--- src/hw/rtl/tks_pkg.sv ---
// ----------------------------------------------------------------------------
// tks_pkg: shared types and constants of the top-k score table
// Field widths, command codes, the entry record and the cell link flags.
// ----------------------------------------------------------------------------
`default_nettype none

package tks_pkg;

   localparam int CMD_W        = 2;
   localparam int SCORE_W      = 32;
   localparam int STAGE_W      = 8;
   localparam int TAG_W        = 32;
   localparam int INDEX_W      = 4;
   localparam int RANK_W       = 5;
   localparam int OCC_W        = 5;
   localparam int DEF_CAPACITY = 16;

   typedef enum logic [CMD_W-1:0] {
      CMD_INSERT = 2'd0,
      CMD_READ   = 2'd1,
      CMD_RANK   = 2'd2,
      CMD_NONE   = 2'd3
   } cmd_type;

   typedef struct packed {
      logic signed [SCORE_W-1:0] score;
      logic [STAGE_W-1:0]        stage;
      logic [TAG_W-1:0]          tag;
   } entry_type;

   // flags a cell hands to its right-hand neighbor
   typedef struct packed {
      logic valid;   // slot holds an entry
      logic ge;      // stored score >= incoming score
      logic eqlow;   // stored score equals the lowest score
      logic lt;      // incoming score < stored score
   } link_type;

   // transaction data broadcast to every cell
   typedef struct packed {
      entry_type                 new_entry;
      logic [INDEX_W-1:0]        index;
      logic signed [SCORE_W-1:0] low;
      logic                      full;
      logic                      commit;
   } bcast_type;

   typedef struct packed {
      entry_type          entry;
      logic               entry_valid;
      logic [RANK_W-1:0]  rank;
      logic               qualifies;
      logic               inserted;
      logic [OCC_W-1:0]   occupancy;
   } rsp_type;

endpackage

`default_nettype wire

--- src/hw/rtl/tks_if.sv ---
// ----------------------------------------------------------------------------
// tks_if: request and response channels of the top-k score table
// Valid/ready channels; a transaction moves when valid and ready are high.
// ----------------------------------------------------------------------------
`default_nettype none

interface tks_req_if;
   logic                     valid;
   logic                     ready;
   logic [1:0]               command;
   logic signed [31:0]       score;
   logic [7:0]               stage;
   logic [31:0]              tag;
   logic [3:0]               index;

   modport source (output valid, command, score, stage, tag, index, input ready);
   modport sink   (input valid, command, score, stage, tag, index, output ready);
endinterface

interface tks_rsp_if;
   logic                     valid;
   logic                     ready;
   logic signed [31:0]       entry_score;
   logic [7:0]               entry_stage;
   logic [31:0]              entry_tag;
   logic                     entry_valid;
   logic [4:0]               rank;
   logic                     qualifies;
   logic                     inserted;
   logic [4:0]               occupancy;

   modport source (output valid, entry_score, entry_stage, entry_tag, entry_valid,
                   rank, qualifies, inserted, occupancy, input ready);
   modport sink   (input valid, entry_score, entry_stage, entry_tag, entry_valid,
                   rank, qualifies, inserted, occupancy, output ready);
endinterface

`default_nettype wire

--- src/hw/rtl/tks_cell.sv ---
// ----------------------------------------------------------------------------
// tks_cell: one slot of the sorted score table
// Holds one entry, compares it with the broadcast score and on a committed
// insert either keeps it, loads the new entry or takes its left neighbor's.
// ----------------------------------------------------------------------------
`default_nettype none

module tks_cell
   import tks_pkg::*;
#(
   parameter int CAPACITY = DEF_CAPACITY,
   parameter int POSITION = 0
) (
   input  wire logic                                clock,
   input  wire bcast_type                           bcast,
   input  wire logic [$clog2(CAPACITY+1)-1:0]       filled,
   input  wire entry_type                           left_entry,
   input  wire link_type                            left_link,
   output entry_type                                entry_out,
   output link_type                                 link_out,
   output entry_type                                read_out,
   output logic                                     read_hit,
   output logic                                     boundary
);

   localparam int CNT_W = $clog2(CAPACITY + 1);
   localparam int CMP_W = (INDEX_W > CNT_W) ? INDEX_W : CNT_W;

   entry_type entry_ff;
   entry_type entry_in;
   logic      slot_valid;
   logic      take_new;
   logic      take_left;

   assign slot_valid = CNT_W'(POSITION) < filled;

   assign link_out.valid = slot_valid;
   assign link_out.ge    = slot_valid && (entry_ff.score >= bcast.new_entry.score);
   assign link_out.eqlow = slot_valid && (entry_ff.score == bcast.low);
   assign link_out.lt    = slot_valid && (bcast.new_entry.score < entry_ff.score);

   // new entry lands at the first slot that is empty or whose score is below it
   assign take_new  = bcast.commit && !link_out.ge && left_link.ge;
   // shift right up to the end of the list, or up to the dropped lowest entry
   assign take_left = bcast.commit && !left_link.ge &&
                      (bcast.full ? !left_link.eqlow : left_link.valid);

   always_comb begin
      entry_in = entry_ff;
      if (take_new) begin
         entry_in = bcast.new_entry;
      end else if (take_left) begin
         entry_in = left_entry;
      end
   end

   always_ff @(posedge clock) begin
      entry_ff <= entry_in;
   end

   assign entry_out = entry_ff;
   assign read_hit  = slot_valid && (CMP_W'(bcast.index) == CMP_W'(POSITION));
   assign read_out  = read_hit ? entry_ff : '0;
   assign boundary  = !link_out.lt && left_link.lt;

endmodule

`default_nettype wire

--- src/hw/rtl/top_k_score_table.sv ---
// ----------------------------------------------------------------------------
// top_k_score_table: sorted table of the highest scored entries
// A row of CAPACITY cells kept in descending score order, with one response
// register toward the sink.
// ----------------------------------------------------------------------------
// Usage:
//   req carries one command per transaction: insert (score, stage, tag), read
//   the entry at index, or rank query for score. rsp returns exactly one
//   response per request, in order.
//   The response is registered at the edge that takes the request. Every
//   cell compares its slot with the broadcast score in the same cycle, so
//   the block takes one request per cycle; the response register limits it,
//   and req.ready is high whenever that register is empty or being drained.
//   While rsp is stalled the response holds and req.ready stays low.
//   Reset empties the table (occupancy zero) and drops any pending response;
//   slot contents are not cleared and are never read before written.
//   An insert into a full table replaces the earliest lowest entry only when
//   the new score is strictly higher; otherwise it is refused.
// ----------------------------------------------------------------------------
`default_nettype none

module top_k_score_table
   import tks_pkg::*;
#(
   parameter int CAPACITY = DEF_CAPACITY
) (
   input  wire logic  clock,
   input  wire logic  reset,
   tks_req_if.sink    req,
   tks_rsp_if.source  rsp
);

   localparam int CNT_W = $clog2(CAPACITY + 1);

   logic [CNT_W-1:0] filled_ff;
   logic [CNT_W-1:0] filled_in;
   logic             rsp_valid_ff;
   logic             rsp_valid_in;
   rsp_type          rsp_ff;
   rsp_type          rsp_in;

   entry_type        stored   [CAPACITY];
   entry_type        left_ent [CAPACITY];
   link_type         links    [CAPACITY];
   link_type         left_lnk [CAPACITY];
   entry_type        reads    [CAPACITY];
   logic [CAPACITY-1:0] hits;
   logic [CAPACITY-1:0] bounds;

   bcast_type        bcast;
   cmd_type          cmd;
   logic             accept;
   logic             full;
   logic             qualifies;
   entry_type        read_data;
   logic [CNT_W-1:0] rank_pos;
   logic [CNT_W:0]   rank_sum;

   assign req.ready = !rsp_valid_ff || rsp.ready;
   assign accept    = req.valid && req.ready;
   assign cmd       = cmd_type'(req.command);
   assign full      = filled_ff == CNT_W'(CAPACITY);
   assign qualifies = !full || (req.score > stored[CAPACITY-1].score);

   assign bcast.new_entry.score = req.score;
   assign bcast.new_entry.stage = req.stage;
   assign bcast.new_entry.tag   = req.tag;
   assign bcast.index           = req.index;
   assign bcast.low             = stored[CAPACITY-1].score;
   assign bcast.full            = full;
   assign bcast.commit          = accept && (cmd == CMD_INSERT) && qualifies;

   for (genvar g = 0; g < CAPACITY; g++) begin : g_cell
      if (g == 0) begin : g_head
         assign left_ent[g] = '0;
         assign left_lnk[g] = '{valid: 1'b1, ge: 1'b1, eqlow: 1'b0, lt: 1'b1};
      end else begin : g_link
         assign left_ent[g] = stored[g-1];
         assign left_lnk[g] = links[g-1];
      end

      tks_cell #(
         .CAPACITY (CAPACITY),
         .POSITION (g)
      ) u_cell (
         .clock      (clock),
         .bcast      (bcast),
         .filled     (filled_ff),
         .left_entry (left_ent[g]),
         .left_link  (left_lnk[g]),
         .entry_out  (stored[g]),
         .link_out   (links[g]),
         .read_out   (reads[g]),
         .read_hit   (hits[g]),
         .boundary   (bounds[g])
      );
   end

   // collect the one-hot read and rank answers
   always_comb begin
      read_data = '0;
      rank_pos  = '0;
      for (int i = 0; i < CAPACITY; i++) begin
         read_data = read_data | reads[i];
         if (bounds[i]) begin
            rank_pos = rank_pos | CNT_W'(i);
         end
      end
      if (full && links[CAPACITY-1].lt) begin
         rank_pos = CNT_W'(CAPACITY);
      end
   end

   assign rank_sum = {1'b0, rank_pos} + (CNT_W + 1)'(1);

   always_comb begin
      filled_in = filled_ff;
      if (bcast.commit && !full) begin
         filled_in = filled_ff + CNT_W'(1);
      end
   end

   always_comb begin
      rsp_in           = '0;
      rsp_in.occupancy = OCC_W'(filled_in);
      case (cmd)
         CMD_INSERT: begin
            rsp_in.inserted = qualifies;
         end
         CMD_READ: begin
            rsp_in.entry       = read_data;
            rsp_in.entry_valid = |hits;
         end
         CMD_RANK: begin
            rsp_in.rank      = RANK_W'(rank_sum);
            rsp_in.qualifies = qualifies;
         end
         default: begin
            rsp_in.inserted = 1'b0;
         end
      endcase
   end

   always_comb begin
      rsp_valid_in = rsp_valid_ff;
      if (accept) begin
         rsp_valid_in = 1'b1;
      end else if (rsp.ready) begin
         rsp_valid_in = 1'b0;
      end
   end

   always_ff @(posedge clock) begin
      if (reset) begin
         filled_ff    <= '0;
         rsp_valid_ff <= 1'b0;
      end else begin
         filled_ff    <= filled_in;
         rsp_valid_ff <= rsp_valid_in;
      end
   end

   // hold the response until the sink takes it
   always_ff @(posedge clock) begin
      if (accept) begin
         rsp_ff <= rsp_in;
      end
   end

   assign rsp.valid       = rsp_valid_ff;
   assign rsp.entry_score = rsp_ff.entry.score;
   assign rsp.entry_stage = rsp_ff.entry.stage;
   assign rsp.entry_tag   = rsp_ff.entry.tag;
   assign rsp.entry_valid = rsp_ff.entry_valid;
   assign rsp.rank        = rsp_ff.rank;
   assign rsp.qualifies   = rsp_ff.qualifies;
   assign rsp.inserted    = rsp_ff.inserted;
   assign rsp.occupancy   = rsp_ff.occupancy;

endmodule

`default_nettype wire

--- src/flat_wrapper.sv ---
// flat-port wrapper written by rule: the top's interface ports become plain ports
module top_k_score_table_flat import tks_pkg::*;
#(
   parameter int CAPACITY = DEF_CAPACITY
)
  (clock, reset, req_valid, req_command, req_score, req_stage, req_tag, req_index, req_ready, rsp_valid, rsp_entry_score, rsp_entry_stage, rsp_entry_tag, rsp_entry_valid, rsp_rank, rsp_qualifies, rsp_inserted, rsp_occupancy, rsp_ready);
  tks_req_if req_i ();
  tks_rsp_if rsp_i ();
  input  wire logic clock;
  input  wire logic reset;
  input wire logic [$bits(req_i.valid)-1:0] req_valid;
  input wire logic [$bits(req_i.command)-1:0] req_command;
  input wire logic [$bits(req_i.score)-1:0] req_score;
  input wire logic [$bits(req_i.stage)-1:0] req_stage;
  input wire logic [$bits(req_i.tag)-1:0] req_tag;
  input wire logic [$bits(req_i.index)-1:0] req_index;
  output wire logic [$bits(req_i.ready)-1:0] req_ready;
  output wire logic [$bits(rsp_i.valid)-1:0] rsp_valid;
  output wire logic [$bits(rsp_i.entry_score)-1:0] rsp_entry_score;
  output wire logic [$bits(rsp_i.entry_stage)-1:0] rsp_entry_stage;
  output wire logic [$bits(rsp_i.entry_tag)-1:0] rsp_entry_tag;
  output wire logic [$bits(rsp_i.entry_valid)-1:0] rsp_entry_valid;
  output wire logic [$bits(rsp_i.rank)-1:0] rsp_rank;
  output wire logic [$bits(rsp_i.qualifies)-1:0] rsp_qualifies;
  output wire logic [$bits(rsp_i.inserted)-1:0] rsp_inserted;
  output wire logic [$bits(rsp_i.occupancy)-1:0] rsp_occupancy;
  input wire logic [$bits(rsp_i.ready)-1:0] rsp_ready;
  assign req_i.valid = req_valid;
  assign req_i.command = req_command;
  assign req_i.score = req_score;
  assign req_i.stage = req_stage;
  assign req_i.tag = req_tag;
  assign req_i.index = req_index;
  assign req_ready = req_i.ready;
  assign rsp_valid = rsp_i.valid;
  assign rsp_entry_score = rsp_i.entry_score;
  assign rsp_entry_stage = rsp_i.entry_stage;
  assign rsp_entry_tag = rsp_i.entry_tag;
  assign rsp_entry_valid = rsp_i.entry_valid;
  assign rsp_rank = rsp_i.rank;
  assign rsp_qualifies = rsp_i.qualifies;
  assign rsp_inserted = rsp_i.inserted;
  assign rsp_occupancy = rsp_i.occupancy;
  assign rsp_i.ready = rsp_ready;
  top_k_score_table #(.CAPACITY(CAPACITY)) u_core (.clock(clock), .reset(reset), .req(req_i), .rsp(rsp_i));
endmodule
--- config.mk ---
export PLATFORM = sky130hd
export DESIGN_NAME = top_k_score_table_flat
export DESIGN_NICKNAME = d
export VERILOG_FILES = /design/src/hw/rtl/tks_pkg.sv /design/src/hw/rtl/tks_if.sv /design/src/hw/rtl/tks_cell.sv /design/src/hw/rtl/top_k_score_table.sv /design/src/flat_wrapper.sv
export SDC_FILE = /design/constraint.sdc
export NUM_CORES = 2
export LEC_CHECK = 0
export BUFFER_PORTS_ARGS = -buffer_cell sky130_fd_sc_hd__buf_2
export CAP_MARGIN = 20
export CORE_ASPECT_RATIO = 1.4
export CORE_MARGIN = 5
export CORE_UTILIZATION = 50
export CTS_BUF_LIST = sky130_fd_sc_hd__clkbuf_8 sky130_fd_sc_hd__clkbuf_16
export DETAILED_ROUTE_END_ITERATION = 8
export PLACE_DENSITY = 0.68
export SYNTH_ARGS = -nofsm -noshare
export SYNTH_HDL_FRONTEND = slang
export SYNTH_HIERARCHICAL = 1
export SYNTH_SLANG_ARGS = --single-unit
--- constraint.sdc ---
create_clock -name clock -period 6.5 [get_ports clock]
set_clock_uncertainty 0.05 [all_clocks]
set_input_delay 0.65 -clock clock [delete_from_list [all_inputs] [get_ports clock]]
set_output_delay 0.65 -clock clock [all_outputs]
set_load 0.02 [all_outputs]
==> metrics.md <==
| Metric | Value |
|---|---|
| Port buffer count | 168 |
| Most frequent cells in the layout | edfxtp_1 (1237), mux2_4 (967), and2_1 (848), inv_1 (636), ha_1 (547) |
| Vias | 60790 |
| Crit path kind | flop to flop |
| Post-DRT Antenna Nets | 0 |
| Clock share of power | 0.444 |
| Setup TNS | 0 ns |
| DR WL/cell | 33.91 um |
| Crit. Startpoint | u_core/g_cell[15].u_cell/entry_out[71] |
| # rows | 181 |
| CTS clk-pin slew, worst paths | 0.06 ns |
| Final hold slack | 0.05189 ns |
| Crit-path max FO | 24 |
| CTS buffer count | 140 |
| Synthesis Warnings | 6 |
| Worst setup EP type | flop |
| Final-report hold violation count | 0 |
| Met2 wire len | 162500 um |
| Max layer used | met5 |
| Reg power frac | 0.495 |
| Routability cong. | 1.068 |
| Peak supply drop | 266.5 uV |
| GRT overflow | 0 |
| Met3 wire length | 18430 um |
| Initial antenna violation count | 18 |
| Max-Slew Margin vs Limit | 0.1108 |
| Leakage power | 0.03831 uW |
| Hold crit path type | input pin to flop |
| CTS resizes | 0 |
| Combinational share of power | 0.061 |
| Clock buffer depth | 3 |
| Starting Density | 0.5010 |
| CTS tree | done |
| H-tree level count | 4 |
| Worst-path cell chain | inv_1 -> ha_1 -> nand4_2 -> nor3_1 -> nand3_1 -> a211o_1 -> o22ai_4 -> and3_1 -> o31a_2 -> buf_4 -> mux2_4 |
| Wl on met1 | 115100 um |
| Status | finished clean |
| Pwr Total | 17790 uW |
| Post-CTS Setup Inserts | 0 |
| Least-Margin Pin Slew | around 1.3 ns |
| Reg2reg end | u_core/g_cell[12].u_cell/entry_out[15] |
| Final Net Count | 8056 |
| Core Box Area | 173200 sq um |
| Worst R2R Path Depth | 11 |
| Power Dens Cells | 185.7 nW/um^2 |
| Post-Syn Area | 86800 sq um |
| Hold Path Stages | 3 |
| Clock Latency Late Sink | 0.81 ns |
| Clk root buf | clkbuf_16 |
| DP Wirelength | 253100 um |
| Internal power | between 10000 and 15000 uW |
| # fillers | about 15000 |
| Cells after Synth | 7078 |
| Setup crit start kind | flop |
| Max_cap viols | 0 |
| Worst R2R Setup Slack | about 1.4 ns |
| Die Area | 182200 sq um |
| Synthesized area per cell | about 12 sq um |
| Critical R2R Launch | u_core/g_cell[15].u_cell/entry_out[71] |
| CTS sink count | 1243 |
| Switching share of total power | 0.2403 |
| DRC errors left | 0 |
| Tcrit/Tclk final | 0.7906 |
| Area Growth Syn to Fin | 10.35% |
| Iter 0 DRT Violations | 5253 |
| Drt total wl | 333400 um |
| Die width | 362.1 um |
| Worst hold start | req_valid |
| Slowest-stage cell, CP | o22ai_4 |
| I/O Pins | 169 |
| Largest net degree at the start of global routing | 74 |
| Die H | 503.0 um |
| Commonest non-fill, non-tap cell in the layout | edfxtp_1 |
| Routed vias/inst | 6.183 |
| # hold bufs at CTS | 0 |
| Period minus WS final | 5.139 ns |
| Setup violators final | 0 |
| CP Data Required Time | 6.99 ns |
| Sw power | 4274 uW |
| Hold EP | u_core/rsp.valid |
| Final Max Slew Viols | 0 |
| All-Layer GR Usage | 0.3575 |
| CP peak stage delay | 0.79 ns |
| Vias in the first global route | 61960 |
| First-pass GRT wire length | 460300 um |
| RSZ-0062 raised after global routing | no |
| Crit path DAT | 5.63 ns |
| Layout cells sized above 1 | 0.2501 |
| Max Fclk | 194.6 MHz |
| Initial DRT Pass Iterations | 8 |
[worst max-delay path, delay by kind of cell (launching register included)]
family,cells,cell delay [ns]
AOI/OAI and AO/OA,3,1.85
buffers and inverters,2,0.55
muxes,1,0.34
and+or+nand+nor,4,1.31
adders and majority gates,1,0.34
DFF,1,0.35
[layout make-up]
cell class | instances | area [sq um] | share of cell area
Multi-Input combinational cell | 5010 | 45540 | 0.4755
Sequential cell | 1243 | 37270 | 0.3891
Clock buffer | 142 | 3542 | 0.03698
Timing Repair Buffer | 429 | 3415 | 0.03565
Tap cell | 2287 | 2861 | 0.02987
Inverter | 603 | 2263 | 0.02363
Clock inverter | 107 | 869.6 | 0.009079
Antenna cell | 10 | 25.02 | 0.0002613
[power by group through the flow]
stage | Sequential (uW) | Clock [uW] | Combinational, uW
2_1_floorplan | 9000 | 0 | 512
6_report | 8810 | 7890 | 1090
3_5_place_dp | 8980 | 0 | 1070
5_1_grt | 8810 | 8320 | 1160
3_3_place_gp | 8970 | 0 | 1040
4_1_cts | 8810 | 8020 | 1070
[metal layers]
| layer | vias to the layer above | track usage |
|---|---|---|
| met4 | 2 | 0.3247 |
| met2 | 2805 | 0.6121 |
| met3 | 890 | 0.05767 |
| met1 | 30260 | 0.3779 |
| met5 | - | 0 |
| li1 | 26830 | - |
[metrics by stage]
step / utilization / area (sq um) / worst slack, ns / cells
6_report: 0.5529 / 95780 / 1.361 / 9831
5_1_grt: 0.5527 / 95760 / 1.282 / 9821
4_1_cts: 0.5521 / 95660 / 1.462 / 9816
3_5_place_dp: 0.5267 / 91240 / 0.9587 / 9567
3_3_place_gp: 0.5266 / 91230 / 0.9942 / 9566
2_1_floorplan: - / 87090 / 0.5584 / 7152
[state kept, by name, summed over array words and instances, names as in the netlist]
signal                          cells
u_core/rsp.qualifies                1
u_core/rsp.entry_score             32
u_core/rsp.inserted                 1
u_core/rsp.entry_stage              8
u_core/rsp.entry_tag               32
u_core/rsp.entry_valid              1
u_core/rsp.valid                    1
u_core/rsp.rank                     5
u_core/g_cell.u_cell/entry_out   1152
u_core/rsp.occupancy                5
u_core/filled_ff                    5
[worst max-delay path by stage]
stage | end | cells after the start | slack, ns
global placement | u_core/g_cell[12].u_cell/entry_out[19] | 11 | 0.99
CTS | u_core/g_cell[12].u_cell/entry_out[10] | 11 | 1.46
finish | u_core/g_cell[12].u_cell/entry_out[15] | 11 | 1.36
global route | u_core/g_cell[12].u_cell/entry_out[18] | 11 | 1.28
detailed placement | u_core/g_cell[12].u_cell/entry_out[15] | 14 | 0.96
floorplan | u_core/g_cell[10].u_cell/entry_out[0] | 12 | 0.56
Note: power is estimated with default switching activity, not from simulation.
